### config.mk
export PLATFORM = sky130hd
export DESIGN_NAME = apso_cell
export DESIGN_NICKNAME = d
export VERILOG_FILES = /design/src/apso_pkg.sv /design/src/apso_cell.sv
export SDC_FILE = /design/constraint.sdc
export NUM_CORES = 1
export LEC_CHECK = 0
export BUFFER_PORTS_ARGS = -buffer_cell sky130_fd_sc_hd__buf_2
export CORE_AREA = 2 2 219 221
export CTS_CLUSTER_DIAMETER = 30
export DETAILED_ROUTE_END_ITERATION = 10
export DIE_AREA = 0 0 221 223
export PLACE_DENSITY_LB_ADDON = 0.15
export SETUP_SLACK_MARGIN = 0.02
export SYNTH_ARGS = -nofsm -noshare
export SYNTH_HDL_FRONTEND = slang
export SYNTH_SLANG_ARGS = --single-unit
### constraint.sdc
create_clock -name clock -period 1.4 [get_ports clock]
set_clock_uncertainty 0.1 [all_clocks]
set_input_delay 0.28 -clock clock [delete_from_list [all_inputs] [get_ports clock]]
set_output_delay 0.28 -clock clock [all_outputs]
set_load 0.005 [all_outputs]
### src/apso_pkg.sv
// shared types and constants for the all-pairs shape overlap block
package apso_pkg;

   // collider kinds
   localparam logic [1:0] KIND_NONE   = 2'd0;
   localparam logic [1:0] KIND_BOX    = 2'd1;
   localparam logic [1:0] KIND_SPHERE = 2'd2;

   localparam int TAG_BITS   = 16;
   localparam int HIT_BITS   = TAG_BITS + 1;
   localparam int INDEX_BITS = 5;

   // one pair test takes a slot of phases 0 to PHASE_LAST
   localparam int PHASE_BITS = 3;
   localparam logic [PHASE_BITS-1:0] PHASE_LAST = 3'd5;

   typedef enum logic [1:0] {
      ST_IDLE,
      ST_RUN,
      ST_REPORT
   } state_type;

   // control broadcast to every cell of the chain
   typedef struct packed {
      logic                  shift;
      logic [PHASE_BITS-1:0] phase;
   } cell_ctl_type;

endpackage

### src/apso_cell.sv
// one chain cell: holds a collider and tests it against the probe passing through
module apso_cell #(
   parameter int COORD_BITS = 16,
   parameter int MAX_SHAPES = 32,
   parameter int CELL_INDEX = 0
) (
   input  logic                                  clock,
   input  logic                                  reset,
   input  apso_pkg::cell_ctl_type                ctl,
   input  logic [$clog2(MAX_SHAPES+1)-1:0]       loaded,
   input  logic                                  wr_en,
   input  logic                                  hit_clear,
   input  logic [1:0]                            wr_kind,
   input  logic [apso_pkg::TAG_BITS-1:0]         wr_tag,
   input  logic [2:0][COORD_BITS:0]              wr_lo,
   input  logic [2:0][COORD_BITS:0]              wr_hi,
   input  logic                                  pi_valid,
   input  logic [$clog2(MAX_SHAPES)-1:0]         pi_index,
   input  logic [1:0]                            pi_kind,
   input  logic [apso_pkg::TAG_BITS-1:0]         pi_tag,
   input  logic [2:0][COORD_BITS:0]              pi_lo,
   input  logic [2:0][COORD_BITS:0]              pi_hi,
   input  logic [apso_pkg::HIT_BITS-1:0]         pi_hit,
   output logic                                  po_valid,
   output logic [$clog2(MAX_SHAPES)-1:0]         po_index,
   output logic [1:0]                            po_kind,
   output logic [apso_pkg::TAG_BITS-1:0]         po_tag,
   output logic [2:0][COORD_BITS:0]              po_lo,
   output logic [2:0][COORD_BITS:0]              po_hi,
   output logic [apso_pkg::HIT_BITS-1:0]         po_hit,
   output logic [1:0]                            own_kind,
   output logic [apso_pkg::TAG_BITS-1:0]         own_tag,
   output logic [2:0][COORD_BITS:0]              own_lo,
   output logic [2:0][COORD_BITS:0]              own_hi,
   output logic [apso_pkg::HIT_BITS-1:0]         own_hit
);
   localparam int VW = COORD_BITS + 1;
   localparam int DW = COORD_BITS + 2;
   localparam int SW = 2 * DW;
   localparam int AW = SW + 2;
   localparam int IW = $clog2(MAX_SHAPES);
   localparam int NW = $clog2(MAX_SHAPES + 1);
   localparam logic [NW-1:0] CI = NW'(CELL_INDEX);

   // stored collider
   logic [1:0]                    kind_ff;
   logic [apso_pkg::TAG_BITS-1:0] tag_ff;
   logic [2:0][VW-1:0]            lo_ff, hi_ff;
   logic [apso_pkg::HIT_BITS-1:0] hit_ff;

   // probe currently in this cell
   logic                          pv_ff;
   logic [IW-1:0]                 pidx_ff;
   logic [1:0]                    pk_ff;
   logic [apso_pkg::TAG_BITS-1:0] pt_ff;
   logic [2:0][VW-1:0]            plo_ff, phi_ff;
   logic [apso_pkg::HIT_BITS-1:0] phit_ff;

   // test datapath
   logic signed [DW-1:0] d_ff, rs_ff;
   logic [SW-1:0]        sq_ff, rr_ff;
   logic [AW-1:0]        acc_ff;
   logic                 slab_ff;

   logic [1:0]           axis;
   logic                 p_box, p_sph, c_box, c_sph, both_box, both_sph;
   logic signed [VW-1:0] pl, ph, cl, ch, box_lo, box_hi, ctr, q;
   logic signed [DW-1:0] d_in, rs_in;
   logic signed [SW-1:0] sq_in, rr_in;
   logic                 slab_in, test_ok, overlap, hit_now;

   always_comb begin
      case (ctl.phase)
         3'd0: axis = 2'd0;
         3'd1: axis = 2'd1;
         default: axis = 2'd2;
      endcase
      p_box    = pk_ff == apso_pkg::KIND_BOX;
      p_sph    = pk_ff == apso_pkg::KIND_SPHERE;
      c_box    = kind_ff == apso_pkg::KIND_BOX;
      c_sph    = kind_ff == apso_pkg::KIND_SPHERE;
      both_box = p_box && c_box;
      both_sph = p_sph && c_sph;
      pl = $signed(plo_ff[axis]);
      ph = $signed(phi_ff[axis]);
      cl = $signed(lo_ff[axis]);
      ch = $signed(hi_ff[axis]);
      // box and sphere center for the mixed case
      box_lo = p_box ? pl : cl;
      box_hi = p_box ? ph : ch;
      ctr    = p_box ? cl : pl;
      if (ctr < box_lo) begin
         q = box_lo;
      end else if (ctr > box_hi) begin
         q = box_hi;
      end else begin
         q = ctr;
      end
      d_in    = both_sph ? (DW'(pl) - DW'(cl)) : (DW'(q) - DW'(ctr));
      slab_in = (pl <= ch) && (ph >= cl);
      if (both_sph) begin
         rs_in = DW'($signed(phi_ff[0])) + DW'($signed(hi_ff[0]));
      end else begin
         rs_in = p_box ? DW'($signed(hi_ff[0])) : DW'($signed(phi_ff[0]));
      end
      // full-width squares
      sq_in = SW'(d_ff) * SW'(d_ff);
      rr_in = SW'(rs_ff) * SW'(rs_ff);
      test_ok = pv_ff && (NW'(pidx_ff) < CI) && (CI < loaded) &&
                (p_box || p_sph) && (c_box || c_sph);
      overlap = both_box ? slab_ff : (!rs_ff[DW-1] && (acc_ff <= AW'(rr_ff)));
      hit_now = ctl.shift && test_ok && overlap;
   end

   // collider storage and hit record
   always_ff @(posedge clock) begin
      if (wr_en) begin
         kind_ff <= wr_kind;
         tag_ff  <= wr_tag;
         lo_ff   <= wr_lo;
         hi_ff   <= wr_hi;
      end
      if (hit_clear) begin
         hit_ff <= '0;
      end else if (hit_now) begin
         hit_ff <= {1'b1, pt_ff};
      end
   end

   // squared distance pipeline, one axis per cycle
   always_ff @(posedge clock) begin
      d_ff  <= d_in;
      sq_ff <= $unsigned(sq_in);
      rs_ff <= rs_in;
      rr_ff <= $unsigned(rr_in);
      case (ctl.phase)
         3'd0: slab_ff <= slab_in;
         3'd1, 3'd2: slab_ff <= slab_ff && slab_in;
         default: slab_ff <= slab_ff;
      endcase
      case (ctl.phase)
         3'd2: acc_ff <= AW'(sq_ff);
         3'd3, 3'd4: acc_ff <= acc_ff + AW'(sq_ff);
         default: acc_ff <= acc_ff;
      endcase
   end

   // probe advance
   always_ff @(posedge clock) begin
      if (reset) begin
         pv_ff <= 1'b0;
      end else if (ctl.shift) begin
         pv_ff <= pi_valid;
      end
      if (ctl.shift) begin
         pidx_ff <= pi_index;
         pk_ff   <= pi_kind;
         pt_ff   <= pi_tag;
         plo_ff  <= pi_lo;
         phi_ff  <= pi_hi;
         phit_ff <= pi_hit;
      end
   end

   assign po_valid = pv_ff;
   assign po_index = pidx_ff;
   assign po_kind  = pk_ff;
   assign po_tag   = pt_ff;
   assign po_lo    = plo_ff;
   assign po_hi    = phi_ff;
   assign po_hit   = hit_now ? {1'b1, tag_ff} : phit_ff;
   assign own_kind = kind_ff;
   assign own_tag  = tag_ff;
   assign own_lo   = lo_ff;
   assign own_hi   = hi_ff;
   assign own_hit  = hit_ff;
endmodule

# After elaboration in Yosys (flattened, before gate mapping)
# Index checks and enable logic that the tools add are counted.
[op_classes]
muxes = 0
bitwise = 0
reduce_logical = 0
shifts = 0
n_mul = 0
add_sub_neg = 0
n_eq_ne = 0
n_lt_le_gt_ge = 0
div_mod_pow = 0
[totals]
regBits = 263
out_inout_bits = 280
n_memories = 0
elab_cells = 19
rom_bits = 0
latch_bits = 0
ram_bits = 0
input_bits = 277

# Depth between registers and ports, before layout
[logic_depth]
word_depth = 0
depth_mapped = 2
ltp_nobuf = 2

# Least setup slack after synthesis
# No wires, ideal clock.
[synth_timing]
kind = "register to output"
startpoint = "register hi_ff (netlist bit own_hi[0])"
endpoint = "output port own_hi[0] (netlist name)"
required_time_ps = 1020
path_buffers = 0
path_slack_ps = 665
arrival_time_ps = 355
stages_incl_launch_ff = 1
cell_sequence = "edfxtp_1"
[synth_rtl]
columns = ["element", "line_no", "source"]
rows = [
  ["from (decl)", "apso_cell.sv:48", "logic [2:0][VW-1:0] lo_ff, hi_ff;"],
  ["from (signal assigned)", "apso_cell.sv:121", "hi_ff <= wr_hi;"],
  ["to (decl)", "apso_cell.sv:34", "output logic [2:0][COORD_BITS:0] own_hi,"],
]
# No word-level cell between the ends.

# Final worst setup path
[layout_timing]
startpoint = "register tag_ff (netlist bit own_tag[13])"
endpoint = "output port own_tag[13] (netlist name)"
[layout_rtl]
columns = ["element", "line_no", "source"]
rows = [
  ["from (decl)", "apso_cell.sv:47", "logic [apso_pkg::TAG_BITS-1:0] tag_ff;"],
  ["from (signal assigned)", "apso_cell.sv:119", "tag_ff <= wr_tag;"],
  ["to (decl)", "apso_cell.sv:32", "output logic [apso_pkg::TAG_BITS-1:0] own_tag,"],
]
# No word-level cell between the ends.

==> reports/qor.csv <==
metric,value,unit
outcome,"complete, but fails checks",
violations,setup timing,
path_buf_inv,1,
area_delta_synth_final,112.8,%
stdcell_count,1848,
min-delay-path-class,primary input to flip-flop,
min_path_cells,2,
critical_path_class,flip-flop to primary output,
avgRoutedWirePerCell,15.93,um
start_util,17.04,%
die_w,221,um
vdd_drop_max,0.001135,V
yosysWarnings,0,
p_per_area,1784,mW/mm^2
detail-route-antenna-nets,0,
cp_top_family,flip-flops,
r2r.worst_path.cells,3,
root_buffer,clkbuf_16,
cts-htree-levels,3,
first_global_vias,7148,
grt_start_max_net_pins,51,
syn-instance-count,283,
cts_tree,built,
clock_latency,0.57,ns
rsz0062_at_grt,true,
avgSynthCellArea,28.38,um^2
holdWs,0.1096,ns
dpl.hpwl,21000,um
nets,1447,
cp_slowest_cell,edfxtp_1,
synth-seq-area-share,98.19,%
num_io_pins,557,
drive_above_1_share,54.63,%
min_from,wr_en,
io_buffers,529,
hold_violations,0,
fin_crit_sh,107.6,%
end_kind,primary output,
min_period,1.507,ns
cts-buffers-inserted,78,
clock_path_buffers,3,
p_leak,7.300,nW
critical_path_arrival,1.13,ns
placed_cells,1440,
synth_cell_types,6,
rows,80,
setup_ws,-0.1067,ns
wl,29430,um
fmax,0.6637,GHz
fp.coreArea,0.04715,mm^2
viasPerCell,3.427,
cp_cell_sequence,buf_6,
r2r-start,po_valid$_SDFFE_PP0P_,
cts_setup_buffers,0,
gp_congestion,0.7337,
die_y,223,um
maxCapViolCount,0,
drt_iter0_markers,149,
antenna_found_initial,9,
cpPeakStageDelay,0.40,ns
start_kind,flip-flop,
grt_pass1_wl,43140,um
finalSetupViolCount,262,
critPathRequiredTime,1.02,ns
dieArea,0.04928,mm^2
vias,6334,
path_clk_slew,0.04,ns
synth_area,0.008033,mm^2
report.final.slew_viol_count,0,
grt_remaining_overflow,0,
ys_ff_latch,263,
critPathMaxFanout,1,
grt_use_total,11.77,%
min_to,own_hi[47]$_DFFE_PP_,
drtPass1Iterations,4,
r2r_end,po_valid$_SDFFE_PP0P_,
r2r_slack,0.16,ns
drc,0,
numClockSinks,263,
[synthesized netlist by cell type]
| cell type | count | area share [%] |
|---|---|---|
| buf_4 | 17 | 1.6 |
| conb_1 | 1 | 0.047 |
| nor2_1 | 1 | 0.047 |
| mux2i_1 | 1 | 0.12 |
| edfxtp_1 | 262 | 98 |
| dfxtp_1 | 1 | 0.25 |
[cell families (layout without fill, tap and decap cells)]
kind of cell,after synthesis,after routing,synth area share (%)
and+or+nand+nor,1,1,0.04668
DFF,263,263,98.19
muxes,1,1,0.1246
buffers and inverters,17,950,1.589
other,1,18,0.04668
[power breakdown]
part	internal, W	switching, W
sequential	0.00939	0.000153
combinational	0.00118	0.000820
clock	0.0138	0.00512
[per-layer routing]
layer	share of wire, %	track usage, %	wire length, um	up-vias
met4	2.7	5.780	782	6
li1	-	-	-	2932
met5	0.15	0	44	-
met3	13	6.611	3733	58
met2	49	19.30	14300	427
met1	36	12.12	10580	2911
[worst max path at each step]
stage                                from                   to  slack, ns  cells after the start
floorplan             own_hi[0]$_DFFE_PP_            own_hi[0]       0.66                      0
global placement                   ctl[3]  po_lo[22]$_DFFE_PP_       0.18                      2
detailed placement                 ctl[3]  po_lo[22]$_DFFE_PP_       0.18                      2
CTS                 own_tag[13]$_DFFE_PP_          own_tag[13]      -0.17                      1
global route        own_tag[13]$_DFFE_PP_          own_tag[13]      -0.16                      1
finish              own_tag[13]$_DFFE_PP_          own_tag[13]      -0.11                      1
[stage by stage]
step	instance area, um^2	power, W	TNS, ns	worst slack [ns]	util (%)
after floorplan	8093	0.009818	0	0.6647	-
after CTS	17080	0.03098	-25.94	-0.1738	36.23
after detailed placement	11570	0.01108	0	0.1806	24.54
after global routing	17100	0.03166	-27.26	-0.1640	36.27
after global placement	11570	0.01110	0	0.1834	24.54
final	17100	0.03050	-10.18	-0.1067	36.27
[sequential cells by signal (all words and copies together), names as in the netlist]
register,flops
own_hi,51
own_kind,2
own_lo,51
own_tag,16
po_hi,51
po_hit,17
po_index,5
po_kind,2
po_lo,51
po_tag,16
po_valid,1
[final cells by class]
type                            count  area [um^2]
Antenna cell                        1        2.502
Clock buffer                       85         1978
Clock inverter                     57        867.1
Fill cell                        4576        30050
Multi-Input combinational cell     19        77.57
Sequential cell                   263         7889
Tap cell                          615        769.5
Timing Repair Buffer              808         5514
[cells in the final DEF (no fill, tap or decap), drive strengths merged, types with 3 or more instances in the layout]
| cell type | count |
|---|---|
| clkbuf | 85 |
| clkinvlp | 7 |
| conb | 17 |
| inv | 3 |
| bufinv | 20 |
| clkinv | 27 |
| edfxtp | 262 |
| buf | 543 |
| dlygate4sd3 | 265 |
[what timing repair did]
item                                    CTS  global route
hold buffers                            265             0
endpoints found under the setup margin  263           263
hold endpoints to repair                268             0
gates resized for setup                   4             2
No activity file was read; power rests on OpenSTA's default activity.
